$ cat src/hdl/vcc_pkg.sv
// Shared types and constants of the vending coin and change controller.
// Depends on nothing; used by vcc_ctrl, vcc_dp and the top level.
package vcc_pkg;

    localparam int MAX_COINS = 6;
    localparam int VAL_W     = 16;
    localparam int CNT_W     = 8;

    // Request codes on the input channel
    typedef enum logic [1:0] {
        REQ_START = 2'd0,
        REQ_COIN  = 2'd1,
        REQ_LOAD  = 2'd2,
        REQ_BAD   = 2'd3
    } t_req;

    // Result kinds on the output channel
    typedef enum logic [2:0] {
        KIND_REJECT = 3'd0,
        KIND_AWAIT  = 3'd1,
        KIND_CHANGE = 3'd2,
        KIND_DONE   = 3'd3,
        KIND_SHORT  = 3'd4,
        KIND_CANCEL = 3'd5,
        KIND_LOADED = 3'd6
    } t_kind;

    typedef logic [VAL_W-1:0] t_val_arr [MAX_COINS];

    // Coin values after reset, smallest first
    localparam t_val_arr COIN_RESET = '{16'd10, 16'd20, 16'd50, 16'd100, 16'd200, 16'd500};

    // Controller to datapath
    typedef struct packed {
        logic capture;
        logic decode;
        logic sel;
        logic div_step;
        logic mul;
        logic emit_chg;
        logic emit_fin;
    } t_cmd;

    // Datapath to controller
    typedef struct packed {
        logic out_free;
        logic go_pay;
        logic skip;
        logic idx_zero;
        logic div_last;
    } t_sts;

endpackage

$ cat src/hdl/vending_coin_and_change_controller_unit.sv
// Top level of the vending coin and change controller.
// Depends on vcc_pkg, vcc_ctrl and vcc_dp.
//
//  channel | direction | handshake                 | payload
//  --------+-----------+---------------------------+------------------------------------------
//  in      | input     | i_in_valid / o_in_stall   | i_req_type, i_amount, i_coin_slot
//  out     | output    | o_out_valid / i_out_stall | o_kind, o_coin_index, o_coin_count,
//          |           |                           | o_deposit_total, o_change_left, o_last
//  cfg     | input     | i_cfg_we                  | i_cfg_idx, i_cfg_data
//
// Steps: an item that gives one result passes capture and decode, plus any wait for
// the output register. A payout adds per denomination a select step if skipped,
// else select, 16 divider steps, multiply and emit, then the final status beat;
// the divider yields one quotient bit per cycle.
// Reset: synchronous, active low; coin values return to 10/20/50/100/200/500 cents,
// stock, deposit and price clear, and the sale goes idle. No clearing pass.
// Stalls: the output register holds a beat while stalled; a new item is taken as
// soon as the sequencer is idle, even while the last beat still waits.
module vending_coin_and_change_controller_unit #(
    parameter int NUM_COINS = 6
) (
    input  logic        i_clk,
    input  logic        i_rst_n,
    // configuration
    input  logic        i_cfg_we,
    input  logic [2:0]  i_cfg_idx,
    input  logic [15:0] i_cfg_data,
    // request beats
    input  logic        i_in_valid,
    output logic        o_in_stall,
    input  logic [1:0]  i_req_type,
    input  logic [15:0] i_amount,
    input  logic [2:0]  i_coin_slot,
    // result beats
    output logic        o_out_valid,
    input  logic        i_out_stall,
    output logic [2:0]  o_kind,
    output logic [2:0]  o_coin_index,
    output logic [7:0]  o_coin_count,
    output logic [15:0] o_deposit_total,
    output logic [15:0] o_change_left,
    output logic        o_last
);

    vcc_pkg::t_cmd cmd;
    vcc_pkg::t_sts sts;

    // Sequence capture, decode and the per-denomination payout loop
    vcc_ctrl u_ctrl (
        .i_clk      (i_clk),
        .i_rst_n    (i_rst_n),
        .i_in_valid (i_in_valid),
        .o_in_stall (o_in_stall),
        .i_sts      (sts),
        .o_cmd      (cmd)
    );

    // Hold coin values, stock and sale state; divide, multiply and drive result beats
    vcc_dp #(
        .NUM_COINS (NUM_COINS)
    ) u_dp (
        .i_clk           (i_clk),
        .i_rst_n         (i_rst_n),
        .i_cmd           (cmd),
        .o_sts           (sts),
        .i_cfg_we        (i_cfg_we),
        .i_cfg_idx       (i_cfg_idx),
        .i_cfg_data      (i_cfg_data),
        .i_req_type      (i_req_type),
        .i_amount        (i_amount),
        .i_coin_slot     (i_coin_slot),
        .i_out_stall     (i_out_stall),
        .o_out_valid     (o_out_valid),
        .o_kind          (o_kind),
        .o_coin_index    (o_coin_index),
        .o_coin_count    (o_coin_count),
        .o_deposit_total (o_deposit_total),
        .o_change_left   (o_change_left),
        .o_last          (o_last)
    );

endmodule

$ cat src/hdl/vcc_ctrl.sv
// Sequencer of the vending coin and change controller.
// Depends on vcc_pkg for the command and status structs.
module vcc_ctrl (
    input  logic          i_clk,
    input  logic          i_rst_n,
    input  logic          i_in_valid,
    output logic          o_in_stall,
    input  vcc_pkg::t_sts i_sts,
    output vcc_pkg::t_cmd o_cmd
);

    typedef enum logic [2:0] {
        ST_IDLE,
        ST_DECODE,
        ST_SEL,
        ST_DIV,
        ST_MUL,
        ST_EMIT,
        ST_FINAL
    } t_state;

    t_state r_state, n_state;
    logic   r_in_stall;

    always_comb begin
        n_state = r_state;
        o_cmd   = '0;
        unique case (r_state)
            ST_IDLE: begin
                if (i_in_valid) begin
                    o_cmd.capture = 1'b1;
                    n_state       = ST_DECODE;
                end
            end
            ST_DECODE: begin
                if (i_sts.out_free) begin
                    o_cmd.decode = 1'b1;
                    n_state      = i_sts.go_pay ? ST_SEL : ST_IDLE;
                end
            end
            ST_SEL: begin
                o_cmd.sel = 1'b1;
                if (!i_sts.skip)          n_state = ST_DIV;
                else if (i_sts.idx_zero)  n_state = ST_FINAL;
            end
            ST_DIV: begin
                o_cmd.div_step = 1'b1;
                if (i_sts.div_last) n_state = ST_MUL;
            end
            ST_MUL: begin
                o_cmd.mul = 1'b1;
                n_state   = ST_EMIT;
            end
            ST_EMIT: begin
                if (i_sts.out_free) begin
                    o_cmd.emit_chg = 1'b1;
                    n_state        = i_sts.idx_zero ? ST_FINAL : ST_SEL;
                end
            end
            ST_FINAL: begin
                if (i_sts.out_free) begin
                    o_cmd.emit_fin = 1'b1;
                    n_state        = ST_IDLE;
                end
            end
            default: n_state = ST_IDLE;
        endcase
    end

    always_ff @(posedge i_clk) begin
        if (!i_rst_n) begin
            r_state    <= ST_IDLE;
            r_in_stall <= 1'b0;
        end else begin
            r_state    <= n_state;
            r_in_stall <= (n_state != ST_IDLE);
        end
    end

    assign o_in_stall = r_in_stall;

endmodule

$ cat src/hdl/vcc_dp.sv
// Datapath of the vending coin and change controller: coin values, stock,
// sale state, bit-serial divider, payout multiplier and output register. Uses vcc_pkg.
module vcc_dp #(
    parameter int NUM_COINS = 6
) (
    input  logic          i_clk,
    input  logic          i_rst_n,
    input  vcc_pkg::t_cmd i_cmd,
    output vcc_pkg::t_sts o_sts,
    input  logic          i_cfg_we,
    input  logic [2:0]    i_cfg_idx,
    input  logic [15:0]   i_cfg_data,
    input  logic [1:0]    i_req_type,
    input  logic [15:0]   i_amount,
    input  logic [2:0]    i_coin_slot,
    input  logic          i_out_stall,
    output logic          o_out_valid,
    output logic [2:0]    o_kind,
    output logic [2:0]    o_coin_index,
    output logic [7:0]    o_coin_count,
    output logic [15:0]   o_deposit_total,
    output logic [15:0]   o_change_left,
    output logic          o_last
);

    localparam int               IDX_W   = (NUM_COINS > 1) ? $clog2(NUM_COINS) : 1;
    localparam logic [IDX_W-1:0] TOP_IDX = IDX_W'(NUM_COINS - 1);
    localparam logic [3:0]       NC      = 4'(NUM_COINS);

    // Configuration and stock
    logic [15:0] r_val   [NUM_COINS];
    logic [7:0]  r_stock [NUM_COINS];

    // Sale state
    logic [15:0] r_deposit, r_price;
    logic        r_active;

    // Captured request
    vcc_pkg::t_req r_req;
    logic [15:0]   r_amt;
    logic [2:0]    r_slot;

    // Payout
    logic [IDX_W-1:0] r_idx;
    logic [15:0]      r_change, r_dq, r_rem, r_prod;
    logic [3:0]       r_div_cnt;
    logic [7:0]       r_n;

    // Output register
    logic          r_out_valid, r_out_last;
    vcc_pkg::t_kind r_out_kind;
    logic [2:0]    r_out_cidx;
    logic [7:0]    r_out_cnt;
    logic [15:0]   r_out_dep, r_out_left;

    logic             m_hit;
    logic [IDX_W-1:0] m_idx;
    logic [IDX_W-1:0] stk_addr;
    logic [7:0]       stk_rd;
    logic [15:0]      v;
    logic             slot_ok;
    logic [16:0]      ld_sum, dep_sum, div_t;
    logic [7:0]       ld_new, coin_stk, pay_n;
    logic [15:0]      dep_new, chg_new;
    logic [23:0]      prod_full;
    logic             div_ge;

    vcc_pkg::t_kind d_kind;
    logic [15:0]    d_dep;
    logic [7:0]     d_cnt;
    logic [2:0]     d_cidx;
    logic           d_pay, d_acc, d_stk_we;
    logic [7:0]     d_stk_val;

    logic           e_emit;
    vcc_pkg::t_kind e_kind;
    logic [2:0]     e_cidx;
    logic [7:0]     e_cnt;
    logic [15:0]    e_dep, e_left;
    logic           e_last;

    logic           stk_we;
    logic [7:0]     stk_wval;

    // Highest index whose value matches the coin
    always_comb begin
        m_hit = 1'b0;
        m_idx = '0;
        for (int i = 0; i < NUM_COINS; i++) begin
            if (r_val[i] == r_amt) begin
                m_hit = 1'b1;
                m_idx = IDX_W'(i);
            end
        end
    end

    assign stk_addr = i_cmd.decode ? ((r_req == vcc_pkg::REQ_LOAD) ? r_slot[IDX_W-1:0] : m_idx)
                                   : r_idx;
    assign stk_rd   = r_stock[stk_addr];
    assign v        = r_val[r_idx];

    assign slot_ok  = {1'b0, r_slot} < NC;
    assign ld_sum   = {9'd0, stk_rd} + {1'b0, r_amt};
    assign ld_new   = (ld_sum > 17'd255) ? 8'hFF : ld_sum[7:0];
    assign coin_stk = (stk_rd == 8'hFF) ? 8'hFF : stk_rd + 8'd1;
    assign dep_sum  = {1'b0, r_deposit} + {1'b0, r_amt};
    assign dep_new  = dep_sum[16] ? 16'hFFFF : dep_sum[15:0];

    // Decide the single-result items and whether a coin starts a payout
    always_comb begin
        d_kind    = vcc_pkg::KIND_REJECT;
        d_dep     = r_deposit;
        d_cnt     = '0;
        d_cidx    = '0;
        d_pay     = 1'b0;
        d_acc     = 1'b0;
        d_stk_we  = 1'b0;
        d_stk_val = ld_new;
        unique case (r_req)
            vcc_pkg::REQ_START: begin
                d_kind = vcc_pkg::KIND_AWAIT;
                d_dep  = '0;
            end
            vcc_pkg::REQ_LOAD: begin
                if (slot_ok) begin
                    d_kind   = vcc_pkg::KIND_LOADED;
                    d_cidx   = r_slot;
                    d_cnt    = ld_new;
                    d_stk_we = 1'b1;
                end
            end
            vcc_pkg::REQ_COIN: begin
                if (r_amt == 16'd0) begin
                    d_kind = vcc_pkg::KIND_CANCEL;
                    d_dep  = '0;
                end else if (r_active && m_hit) begin
                    d_acc     = 1'b1;
                    d_stk_we  = 1'b1;
                    d_stk_val = coin_stk;
                    d_dep     = dep_new;
                    if (dep_new < r_price) d_kind = vcc_pkg::KIND_AWAIT;
                    else                   d_pay  = 1'b1;
                end
            end
            vcc_pkg::REQ_BAD: d_kind = vcc_pkg::KIND_REJECT;
            default:          d_kind = vcc_pkg::KIND_REJECT;
        endcase
    end

    // Divider step and payout arithmetic
    assign div_t     = {r_rem, r_dq[15]};
    assign div_ge    = div_t >= {1'b0, v};
    assign pay_n     = (r_dq > {8'd0, stk_rd}) ? stk_rd : r_dq[7:0];
    assign prod_full = 24'(pay_n) * 24'(v);
    assign chg_new   = r_change - r_prod;

    // Single stock write port
    always_comb begin
        stk_we   = 1'b0;
        stk_wval = d_stk_val;
        if (i_cmd.decode) begin
            stk_we = d_stk_we;
        end else if (i_cmd.emit_chg) begin
            stk_we   = 1'b1;
            stk_wval = stk_rd - r_n;
        end
    end

    // Output beat selection
    always_comb begin
        e_emit = 1'b0;
        e_kind = d_kind;
        e_cidx = d_cidx;
        e_cnt  = d_cnt;
        e_dep  = d_dep;
        e_left = '0;
        e_last = 1'b1;
        if (i_cmd.decode && !d_pay) begin
            e_emit = 1'b1;
        end else if (i_cmd.emit_chg) begin
            e_emit = 1'b1;
            e_kind = vcc_pkg::KIND_CHANGE;
            e_cidx = 3'(r_idx);
            e_cnt  = r_n;
            e_dep  = r_deposit;
            e_left = chg_new;
            e_last = 1'b0;
        end else if (i_cmd.emit_fin) begin
            e_emit = 1'b1;
            e_kind = (r_change == 16'd0) ? vcc_pkg::KIND_DONE : vcc_pkg::KIND_SHORT;
            e_cidx = '0;
            e_cnt  = '0;
            e_dep  = r_deposit;
            e_left = r_change;
        end
    end

    // Control and state registers
    always_ff @(posedge i_clk) begin
        if (!i_rst_n) begin
            for (int i = 0; i < NUM_COINS; i++) begin
                r_val[i]   <= vcc_pkg::COIN_RESET[i];
                r_stock[i] <= '0;
            end
            r_deposit   <= '0;
            r_price     <= '0;
            r_active    <= 1'b0;
            r_out_valid <= 1'b0;
        end else begin
            if (i_cfg_we && ({1'b0, i_cfg_idx} < NC)) begin
                r_val[i_cfg_idx[IDX_W-1:0]] <= i_cfg_data;
            end
            if (stk_we) begin
                r_stock[stk_addr] <= stk_wval;
            end
            if (i_cmd.decode) begin
                if (r_req == vcc_pkg::REQ_START) begin
                    r_price   <= r_amt;
                    r_deposit <= '0;
                    r_active  <= 1'b1;
                end else if (r_req == vcc_pkg::REQ_COIN && r_amt == 16'd0) begin
                    r_deposit <= '0;
                    r_active  <= 1'b0;
                end else if (d_acc) begin
                    r_deposit <= dep_new;
                end
            end
            if (i_cmd.emit_fin) begin
                r_deposit <= '0;
                r_active  <= 1'b0;
            end
            if (e_emit)            r_out_valid <= 1'b1;
            else if (!i_out_stall) r_out_valid <= 1'b0;
        end
    end

    // Payload registers
    always_ff @(posedge i_clk) begin
        if (i_cmd.capture) begin
            r_req  <= vcc_pkg::t_req'(i_req_type);
            r_amt  <= i_amount;
            r_slot <= i_coin_slot;
        end
        if (i_cmd.decode) begin
            r_change <= dep_new - r_price;
            r_idx    <= TOP_IDX;
        end
        if (i_cmd.sel) begin
            if (o_sts.skip) begin
                if (r_idx != '0) r_idx <= r_idx - 1'b1;
            end else begin
                r_dq      <= r_change;
                r_rem     <= '0;
                r_div_cnt <= 4'd15;
            end
        end
        if (i_cmd.div_step) begin
            r_rem     <= div_ge ? 16'(div_t - {1'b0, v}) : div_t[15:0];
            r_dq      <= {r_dq[14:0], div_ge};
            r_div_cnt <= r_div_cnt - 4'd1;
        end
        if (i_cmd.mul) begin
            r_n    <= pay_n;
            r_prod <= prod_full[15:0];
        end
        if (i_cmd.emit_chg) begin
            r_change <= chg_new;
            if (r_idx != '0) r_idx <= r_idx - 1'b1;
        end
        if (e_emit) begin
            r_out_kind <= e_kind;
            r_out_cidx <= e_cidx;
            r_out_cnt  <= e_cnt;
            r_out_dep  <= e_dep;
            r_out_left <= e_left;
            r_out_last <= e_last;
        end
    end

    assign o_sts.out_free = !r_out_valid || !i_out_stall;
    assign o_sts.go_pay   = d_pay;
    assign o_sts.skip     = (v == 16'd0) || (v > r_change) || (stk_rd == 8'd0);
    assign o_sts.idx_zero = (r_idx == '0);
    assign o_sts.div_last = (r_div_cnt == 4'd0);

    assign o_out_valid     = r_out_valid;
    assign o_kind          = r_out_kind;
    assign o_coin_index    = r_out_cidx;
    assign o_coin_count    = r_out_cnt;
    assign o_deposit_total = r_out_dep;
    assign o_change_left   = r_out_left;
    assign o_last          = r_out_last;

    a_change_beat : assert property (@(posedge i_clk) disable iff (!i_rst_n)
        r_out_valid && r_out_kind == vcc_pkg::KIND_CHANGE |-> r_out_cnt != 8'd0 && !r_out_last)
        else $error("change beat with zero coins or marked last");

    a_prod_fits : assert property (@(posedge i_clk) disable iff (!i_rst_n)
        i_cmd.emit_chg |-> r_prod <= r_change)
        else $error("payout exceeds change owed");

    a_done_clear : assert property (@(posedge i_clk) disable iff (!i_rst_n)
        r_out_valid && r_out_kind == vcc_pkg::KIND_DONE |-> r_out_left == 16'd0)
        else $error("done reported with change owed");

    a_sale_end : assert property (@(posedge i_clk) disable iff (!i_rst_n)
        i_cmd.emit_fin |=> !r_active && r_deposit == 16'd0)
        else $error("sale not closed after final beat");

endmodule
$ cat config.mk
export PLATFORM = sky130hd
export DESIGN_NAME = vending_coin_and_change_controller_unit
export DESIGN_NICKNAME = d
export VERILOG_FILES = /design/src/hdl/vcc_pkg.sv /design/src/hdl/vending_coin_and_change_controller_unit.sv /design/src/hdl/vcc_ctrl.sv /design/src/hdl/vcc_dp.sv
export SDC_FILE = /design/constraint.sdc
export NUM_CORES = 1
export LEC_CHECK = 0
export ABC_AREA = 1
export BUFFER_PORTS_ARGS = -buffer_cell sky130_fd_sc_hd__buf_4
export CORE_UTILIZATION = 40
export CTS_CLUSTER_SIZE = 14
export DETAILED_ROUTE_END_ITERATION = 6
export PLACE_DENSITY = 0.67
export SLEW_MARGIN = 20
export SYNTH_ARGS = -nofsm -noshare
export SYNTH_HDL_FRONTEND = slang
export SYNTH_SLANG_ARGS = --single-unit
$ cat constraint.sdc
create_clock -name i_clk -period 11.74 [get_ports i_clk]
set_clock_uncertainty 0.05 [all_clocks]
set_input_delay 2.348 -clock i_clk [delete_from_list [all_inputs] [get_ports i_clk]]
set_output_delay 2.348 -clock i_clk [all_outputs]
set_load 0.01 [all_outputs]
Word-level counts from Yosys, hierarchy flattened
Memory sizes are Yosys's and may differ from the RTL's. A register that Yosys moved wholly into a read port is not among the register bits.
Cells that the tools add are included.
{"block": "op_classes", "n_addsub": 9, "magnitude_cmp": 7, "n_eq_ne": 18, "bitwise": 1, "n_mul": 1, "mux": 121, "reduce_logical": 31}
{"op": "$mux W16", "count": 21}
{"op": "$mux W8", "count": 14}
{"op": "$eq A16 B16 Y1", "count": 6}
{"op": "$mux W3", "count": 32}
{"op": "$logic_not A16 Y1", "count": 3}
{"op": "$sub A16 B16 Y16", "count": 3}
{"op": "$mux W1", "count": 44}
{"op": "$pmux W16 S2", "count": 1}
{"op": "$pmux W3 S7", "count": 1}
{"op": "$add A16 B16 Y17", "count": 1}
{"op": "$add A8 B16 Y17", "count": 1}
{"op": "$ge A17 B16 Y1", "count": 1}
{"op": "$gt A17 B8 Y1 const B", "count": 1}
{"op": "$gt A16 B16 Y1", "count": 1}
{"op": "$gt A16 B8 Y1", "count": 1}
{"op": "$lt A16 B16 Y1", "count": 1}
{"op": "$mul A8 B16 Y16", "count": 1}
{"op": "$reduce_or A16 Y1", "count": 1}
{"op": "$mux W4", "count": 3}
{"op": "$pmux W3 S4", "count": 1}
{"op": "$eq A3 B3 Y1 const B", "count": 3}
{"op": "$reduce_bool A3 Y1", "count": 3}
{"op": "$add A8 B1 Y8 const B", "count": 1}
{"op": "$eq A8 B8 Y1 const B", "count": 1}
{"op": "other kinds (24)", "count": 42}
{"block": "word_totals", "regBits": 185, "memories": 2, "ramBits": 144, "inputBits": 45}
{"name": "u_dp.r_val", "words": 6, "width": 16, "rd": 7, "rd_ports_with_merged_regs": 1, "write_ports": 6, "line": "vcc_dp.sv:31", "source": "logic [15:0] r_val [NUM_COINS];"}
{"name": "u_dp.r_stock", "words": 6, "width": 8, "rd": 1, "rd_ports_with_merged_regs": 0, "write_ports": 6, "line": "vcc_dp.sv:32", "source": "logic [7:0] r_stock [NUM_COINS];"}

Longest topological paths before layout
Gate-level depths: netlist (run 1).
An unclocked memory read counts as a cell.
{"block": "logic_depth", "word_depth": 19, "depth_mapped": 61, "depth_no_buf": 58}

Cells and area by module
Synthesis (run 1) repeated with hierarchy kept, for this count alone.
{"block": "unflattened", "cells_unflattened": 2964, "area_unflattened_um2": 25054.0}
{"mod": "vcc_dp", "area_per_inst_um2": 24723.7, "cells_per_inst": 2902, "n_inst": 1}
{"mod": "vcc_ctrl", "area_per_inst_um2": 330.3, "cells_per_inst": 62, "n_inst": 1}

Worst setup path after synthesis (run 1)
OpenSTA, ideal clock, no wires.
{"block": "synth_timing", "kind": "input to register", "startpoint": "input port i_out_stall", "endpoint": "register u_dp.r_prod[15], data pin", "path_slack_ns": 2.211, "t_arrival_ns": 9.227, "path_buffers": 3, "path_stages": 50, "setup_time_ns": 0.252, "cell_sequence": "nand2_1 -> nand2_1 -> inv_1 -> buf_2 -> nor2_1 -> a21oi_1 -> buf_2 -> nand3_1 -> nand2_2 -> inv_1 -> ha_1 -> nand2_1 -> inv_1 -> nand2_1 -> o211ai_1 -> nand2_1 -> o211ai_1 -> nand2_1 -> [... 14 more ...] -> ha_1 -> a21oi_1 -> o21ai_0 -> a21oi_1 -> inv_1 -> a21oi_1 -> o21ai_0 -> a21oi_1 -> o21bai_1 -> a21oi_1 -> inv_1 -> a21oi_1 -> inv_1 -> nand2_1 -> nand2_1 -> xor2_1 -> nand2_1 -> nand2_1"}
{"block": "synth_between", "elab_chain_len": 9}
{"element": "from (decl)", "line": "vending_coin_and_change_controller_unit.sv:36", "source": "input logic i_out_stall,"}
{"element": "$logic_not A1 Y1 *"}
{"element": "$logic_or A1 B1 Y1 *", "line": "vcc_dp.sv:280", "source": "assign o_sts.out_free = !r_out_valid || !i_out_stall;"}
{"element": "$mux W1 *", "line": "vcc_ctrl.sv:36", "source": "if (i_sts.out_free) begin"}
{"element": "$mux W1 *", "line": "vcc_ctrl.sv:28", "source": "unique case (r_state)"}
{"element": "$mux W3 *", "line": "vcc_dp.sv:97", "source": "assign stk_addr = i_cmd.decode ? ((r_req == vcc_pkg::REQ_LOAD) ? r_slot[IDX_W-1:0] : m_idx)"}
{"element": "$mem_v2 Z6 W8 *"}
{"element": "$gt A16 B8 Y1", "line": "vcc_dp.sv:153", "source": "assign pay_n = (r_dq > {8'd0, stk_rd}) ? stk_rd : r_dq[7:0];"}
{"element": "$mux W8 *", "line": "vcc_dp.sv:153"}
{"element": "named net u_dp.pay_n[3]", "line": "vcc_dp.sv:63", "source": "logic [7:0] ld_new, coin_stk, pay_n;"}
{"element": "$mul A8 B16 Y16 *", "line": "vcc_dp.sv:154", "source": "assign prod_full = 24'(pay_n) * 24'(v);"}
{"element": "named net u_dp.prod_full[15]", "line": "vcc_dp.sv:65", "source": "logic [23:0] prod_full;"}
{"element": "to (signal assigned)", "line": "vcc_dp.sv:264", "source": "r_prod <= prod_full[15:0];"}
{"element": "to (decl)", "line": "vcc_dp.sv:45", "source": "logic [15:0] r_change, r_dq, r_rem, r_prod;"}
Mark *: on every way through the listed nets, which the timed path passes. The rest lies on a longest branch.
A chain may end at the register's enable or synchronous reset.

Worst setup path after layout (run 1)
Ends and elaborated chain as after synthesis.

==> summary.md, run 1 <==
| Metric | Value |
|---|---|
| Pre-Repair DR Iteration Count | 6 |
| Crit path top cell by count | nand2_1 |
| CTS tree | done |
| Least-Margin Pin Slew | 1.17 ns |
| DR vias/cell | 5.35 |
| DR WL/cell | 19.0 um |
| DRC | 0 |
| CP Capture Type | flip-flop |
| RSZ-0062 raised after global routing | no |
| Post-Route WL | 72000 um |
| Sequential area share after synthesis | 44.3% |
| Yosys warns | 0 |
| Period utilization | 92.1% |
| Synth unique cells | 57 |
| GRT Residual Overflow | 0 |
| Die Y | 250 um |
| Crit Path Category | primary input to flip-flop |
| Outcome | completed |
| Combinational share of power | 33.6% |
| Die area | 0.0626 mm2 |
| Vias in the first global route | 19000 |
| Share of layout cells above drive strength 1 | 9.05% |
| Die Width | 250 um |
| CP startpoint kind | primary input |
| Max cap viols | 0 |
| Diodes inserted | 0 |
| 1st-iter DRT viols | 2316 |
| Synth Cell Area | 0.0246 mm2 |
| CP required | 12.06 ns |
| Synth area leaders | edfxtp_1 (41%), nand2_1 (8.2%), ha_1 (6.8%) |
| Cell-internal power | 2.99 mW |
| Yosys top cell by area | edfxtp_1 |
| Design Power | 4.59 mW |
| Rows | 90 |
| CTS H-tree depth | 2 |
| Number of CTS-inserted buffers | 45 |
| Maximum clock frequency | 92.5 MHz |
| Power share of the clock group | 30.8% |
| Prevailing post-synth register cell | edfxtp_1 |
| Post-synth top area share | 41.0% |
| Commonest cells post-synth | nand2_1 (535), inv_1 (409), nor2_1 (343) |
| Fraction of registers with async set/reset | 0% |
| Final Critical Period | 10.81 ns |
| Post-CTS Hold Fix Bufs | 0 |
| Clock Sinks | 377 |
| Top-count cell post-synth | nand2_1 |
| Clk slew on worst S/H paths | 0.06 ns |
| Static Leakage | 11.8 nW |
| Fin. Hold Viols | 0 |
| Register bit total from synthesis | 377 |
| Worst slew margin | 21.9% |
| Clk_lat worst skew | 0.61 ns |
| DP HPWL | 53500 um |
| Sw Ratio | 34.9% |
| I/O pins | 94 |
| P per Cell Area | 166 mW/mm2 |
| Setup TNS | 0 ns |
| Final #Nets | 3224 |
| RD Place Congestion | 0.935 |
| CTS resizes | 0 |
| Initial core utilization | 40.7% |
| Slowest cell on the critical path | fa_1 |
| Seq pwr share | 35.6% |
| Total GRT Usage | 22.9% |
| NetSw | 1.60 mW |
| Number of port buffers | 93 |
| CTS root buf | clkbuf_16 |
| Post-Synthesis Cells | 2873 |
| Post-CTS Setup Inserts | 0 |
| Routed vias | 20300 |
| Slew Viols, Final | 0 |
| Initial antenna violation count | 1 |
| Detail Route Antenna Nets | 0 |
| Crit path DAT | 11.13 ns |
| Classification of the worst-slack hold path | flip-flop to flip-flop |
| Worst vdd ir | 0.123 mV |
| Clock buffer depth | 3 |
| Synthesized area per cell | 8.57 um2 |
| Number of synthesized flops with an enable pin | 336 |
| Area grow syn2layout | 12.4% |
| Core area | 0.0606 mm2 |
| Largest net degree at the start of global routing | 62 |
| Slowest stage delay, CP | 0.55 ns |
| CP max FO | 36 |
| Final setup viols | 0 |
| First-pass GRT wire length | 110000 um |
## per-stage QoR
| step | cell area [um2] | utilization (%) | std cells | hold WS [ns] | worst slack [ns] |
|---|---|---|---|---|---|
| 6_report | 27700 | 45.7 | 3797 | 0.415 | 0.925 |
| 5_1_grt | 27700 | 45.7 | 3797 | 0.432 | 0.262 |
| 4_1_cts | 27700 | 45.7 | 3797 | 0.416 | 1.12 |
| 3_5_place_dp | 26200 | 43.2 | 3714 | 0.405 | 0.488 |
| 3_3_place_gp | 26200 | 43.2 | 3714 | 0.398 | 0.760 |
| 2_1_floorplan | 24700 | - | 2904 | 0.385 | 2.21 |
## cells by family after synthesis
logic type,synth area share [%]
compound gates,11.6
xor+xnor,3.73
fa+ha+maj,12.2
buf+inv,8.57
flops,44.3
mux,0.0406
other cells,0.0152
simple gates,19.6
## worst max-delay path, delay by kind of cell
kind                       cells  cell delay [ns]
buffers and inverters         13             1.70
xor gates and xnor gates       1             0.17
adders and majority gates      6             2.49
AOI/OAI and AO/OA             11             1.63
and+or+nand+nor               20             2.76
## sequential cells by signal, summed over array words and instances, names as in the netlist, 16 cells and up
register / cells
u_dp.r_price: 16
u_dp.r_rem: 16
u_dp.r_prod: 16
u_dp.r_deposit: 16
u_dp.r_dq: 16
u_dp.r_change: 16
u_dp.o_change_left: 16
u_dp.r_stock: 64
u_dp.r_val: 128
u_dp.o_deposit_total: 16
u_dp.r_amt: 16
## power groups by stage
stage | logic [mW] | clock network [mW] | registers [mW]
after floorplan | 1.12 | 0 | 1.64
after global placement | 1.50 | 0 | 1.66
after detailed placement | 1.53 | 0 | 1.66
after CTS | 1.54 | 1.43 | 1.63
after global routing | 1.72 | 1.48 | 1.64
final | 1.54 | 1.41 | 1.63
## per-layer routing
| layer | global-route usage, % | vias to the layer above | share of wire, % |
|---|---|---|---|
| met2 | 36.6 | 862 | 45 |
| met5 | 0 | - | 0.017 |
| met3 | 4.16 | 129 | 8.7 |
| met4 | 8.40 | 2 | 3.6 |
| met1 | 30.9 | 9586 | 42 |
| li1 | - | 9723 | - |
## placed cells by master (no fill, tap or decap), drive strengths merged, types with 2 or more instances in the layout
cell type  Yosys  final
conb           1     32
edfxtp       336    336
clkbuf        60     57
a31oi          4      4
or2           25     25
nor4          15     15
o221ai         2      2
nand2        553    553
clkinv         4     22
a21boi         3      3
a221oi         3      3
nand3b         4      4
nand4         25     25
xor2          52     52
nand3        147    147
o21a           4      4
inv          425    426
and2           3      3
o21ai        248    248
a21o           3      3
xnor2         53     53
o22ai         37     37
nor2         346    346
o21bai         9      9
nor3          15     15
a21oi        196    196
buf           34    122
a211oi         3      3
o31ai          3      3
bufinv         0      4
o211ai        11     11
fa            66     66
clkinvlp       0      3
ha           134    134
dfxtp         41     41
## worst paths after layout
path              slack (ns)  cells past startpoint             from         endpoint
setup / recovery        0.93                     51      i_out_stall  u_dp.r_prod[15]
hold reg to reg         0.41                      2  u_dp.r_price[5]  u_dp.r_price[5]
hold / removal          0.41                      2  u_dp.r_price[5]  u_dp.r_price[5]
setup reg to reg        1.92                     58    u_dp.r_amt[2]  u_dp.r_prod[15]
## final cells by class
type / instances / area, um2
Fill cell: 5839 / 32900
Multi-Input combinational cell: 2004 / 11800
Sequential cell: 377 / 10900
Inverter: 429 / 1620
Clock buffer: 57 / 1210
Tap cell: 782 / 978
Timing Repair Buffer: 122 / 916
Clock inverter: 26 / 284
Note: power is estimated with default switching activity, not from simulation.
==> run 2: changes to the inputs <==
--- a/config.mk
+++ b/config.mk
@@ -11,7 +11,9 @@
 export CTS_CLUSTER_SIZE = 14
 export DETAILED_ROUTE_END_ITERATION = 6
 export PLACE_DENSITY = 0.67
+export SKIP_CTS_REPAIR_TIMING = 1
 export SLEW_MARGIN = 20
 export SYNTH_ARGS = -nofsm -noshare
 export SYNTH_HDL_FRONTEND = slang
+export SYNTH_HIERARCHICAL = 1
 export SYNTH_SLANG_ARGS = --single-unit
==> run 2 against run 1 <==
  * Combinational power decreased by 10%
  * Via count increased by 2.7%
  * Worst setup slack improved by 0.15 ns
  * Utilization decreased by 0.15 points
  * Global-route usage increased by 0.36 points
==> summary.md, run 2 <==
| Metric | Value |
|---|---|
| Outcome | completed |
| Maximum clock frequency | 93.7 MHz (+1.4%) |
| Fin. Hold Viols | 0 (unchanged) |
| Final setup viols | 0 (unchanged) |
| Crit path top cell by count | nand2_1 |
| Max reg flops | 128 (unchanged) |
| Setup TNS | 0 ns (unchanged) |
| Most frequent cells in the layout | nand2_1 (557), inv_1 (418), nor2_1 (351) |
| Multi-input logic area | 0.0121 mm2 (+3.0%) |
| Commonest non-fill, non-tap cell in the layout | nand2_1 |
| Die Y | 252 um (+0.86%) |
| Worst slew margin | 22.0% (+0.16 points) |
| Die area | 0.0636 mm2 (+1.7%) |
| RD Place Congestion | 0.967 (+3.4%) |
| RSZ-0062 raised after global routing | no |
| Slowest stage delay, CP | 0.54 ns (about the same) |
| Final Critical Period | 10.67 ns (-0.146 ns) |
| GRT Residual Overflow | 0 (unchanged) |
| DR vias/cell | 5.30 (-0.91%) |
| Synth Cell Area | 0.0251 mm2 (+1.7%) |
| Vias in the first global route | 19200 (+1.1%) |
| Synth area leaders | edfxtp_1 (40%), nand2_1 (8.3%), ha_1 (6.7%) |
| Post-synth top area share | 40.3% (-0.70 points) |
| Routed vias | 20900 (+2.7%) |
| Prevailing post-synth register cell | edfxtp_1 |
| Clk_lat worst skew | 0.61 ns (about the same) |
| Crit Path Category | primary input to flip-flop |
| Worst vdd ir | 0.124 mV (+1.0%) |
| CP startpoint kind | primary input |
| Clock Sinks | 377 (unchanged) |
| Yosys top cell by area | edfxtp_1 |
| Setup crit start | i_out_stall |
| Static Leakage | 12.0 nW (+1.1%) |
| Slew Viols, Final | 0 (unchanged) |
| First-pass GRT wire length | 112000 um (+2.1%) |
| Sequential area share after synthesis | 43.5% (-0.75 points) |
| 1st-iter DRT viols | 2083 (-10%) |
| CTS tree | done |
| Setup WS post-layout | 1.07 ns (+0.146 ns) |
| Synth unique cells | 58 (+1.8%) |
| DP HPWL | 55300 um (+3.3%) |
| Pre-Repair DR Iteration Count | 5 (-1) |
| Clk slew on worst S/H paths | 0.06 ns (about the same) |
| Share of layout cells above drive strength 1 | 8.78% (-0.27 points) |
| Fill cell count | 6022 (+3.1%) |
| CP Capture Type | flip-flop |
| Classification of the worst-slack hold path | flip-flop to flip-flop |
| Commonest cells post-synth | nand2_1 (557), inv_1 (418), nor2_1 (353) |
| Top-count cell post-synth | nand2_1 |
| Slowest cell on the critical path | fa_1 |
| Number of CTS-inserted buffers | 43 (-4.4%) |
| Crit path DAT | 10.96 ns (-0.17 ns) |
| Post-place setup slack | 0.576 ns (+0.0884 ns) |
| Hold WS | 0.409 ns (-0.00582 ns) |
| Number of synthesized flops with an enable pin | 336 (unchanged) |
| FF-to-FF Start | u_dp/r_amt[10] |
| Least-Margin Pin Slew | 1.16 ns (-0.00582 ns) |
| Max cap viols | 0 (unchanged) |
| Design Power | 4.40 mW (-4.2%) |
| Fraction of registers with async set/reset | 0% (unchanged) |
| DRC | 0 (unchanged) |
| CP required | 12.03 ns (-0.03 ns) |
| Period utilization | 90.9% (-1.2 points) |
| Initial core utilization | 40.5% (-0.13 points) |
| Top flop regs | u_dp/r_val x128, u_dp/r_stock x64 |
| Core area | 0.0618 mm2 (+2.1%) |
| Yosys warns | 6 (+6) |
| Detail Route Antenna Nets | 0 (unchanged) |
| Synthesized area per cell | 8.45 um2 (-1.4%) |
| Die Width | 252 um (+0.86%) |
| Hold path start | u_dp/r_price[3] |
| Final core occ | 45.5% (-0.15 points) |
| Final #Nets | 3309 (+2.6%) |
| Clock buffer depth | 3 (unchanged) |
| Area grow syn2layout | 12.4% (about the same) |
| Reg area | 0.0109 mm2 (unchanged) |
| Post-Route WL | 74500 um (+3.5%) |
| Largest net degree at the start of global routing | 58 (-6.5%) |
| Post-Synthesis Cells | 2964 (+3.2%) |
| Rows | 91 (+1.1%) |
| Number of port buffers | 93 (unchanged) |
| CP max FO | 35 (-2.8%) |
| Register bit total from synthesis | 377 (unchanged) |
| I/O pins | 94 (unchanged) |
| Total GRT Usage | 23.2% (+0.36 points) |
| Initial antenna violation count | 0 (-1) |
| P per Cell Area | 156 mW/mm2 (-5.8%) |
| DR WL/cell | 18.9 um (-0.13%) |
| CTS root buf | clkbuf_16 |
| Largest reg by FF count | u_dp/r_val |
| CTS H-tree depth | 2 (unchanged) |
-- run 2: layer usage --
layer	routed length (um)	track usage [%]	vias to the layer above
met5	0	0	-
met4	2860	8.99	0
met3	6420	4.24	149
met2	33600	36.7	859
met1	31600	31.6	9860
li1	-	-	9986
-- run 2: kinds of logic after synthesis --
group	synth area share, %
buffers and inverters	8.79
xor gates and xnor gates	3.88
adders and majority gates	12.0
other	0.0150
and+or+nand+nor	19.7
AOI/OAI and AO/OA	12.1
DFF	43.5
-- run 2: final cells by class --
| class | instances | share of cell area, % |
|---|---|---|
| inverter | 453 | 6.07 |
| antenna | 1 | 0.00889 |
| clock buffer | 58 | 4.23 |
| sequential | 377 | 38.8 |
| clock inverter | 21 | 0.964 |
| multi-input combinational | 2067 | 43.0 |
| tap | 837 | 3.72 |
| timing repair buffer | 122 | 3.25 |
-- run 2: worst paths after layout --
| check | end | slack, ns | depth (start not counted) |
|---|---|---|---|
| worst min-delay path | u_dp/r_price[3] | 0.41 | 2 |
| worst max register to register | u_dp/r_prod[15] | 1.51 | 56 |
| worst max-delay path | u_dp/r_prod[15] | 1.07 | 49 |
| worst min register to register | u_dp/r_price[3] | 0.41 | 2 |
-- run 2: worst max-delay path: cells and delay by family --
| family | cells | cell delay [ns] |
|---|---|---|
| compound gates | 8 | 0.99 |
| simple gates | 25 | 3.87 |
| fa+ha+maj | 6 | 2.56 |
| buf+inv | 10 | 1.18 |
-- run 2: per-stage QoR --
step                area, um2  std cells
finish                  28200       3936
global route            28200       3935
floorplan               25200       2995
detailed placement      26700       3856
CTS                     28100       3935
global placement        26700       3856
-- run 2: where the power goes --
part | switching (mW) | internal (mW) | total [mW]
combinational | 0.855 | 0.530 | 1.38
sequential | 0.0471 | 1.58 | 1.62
clock | 0.579 | 0.810 | 1.39
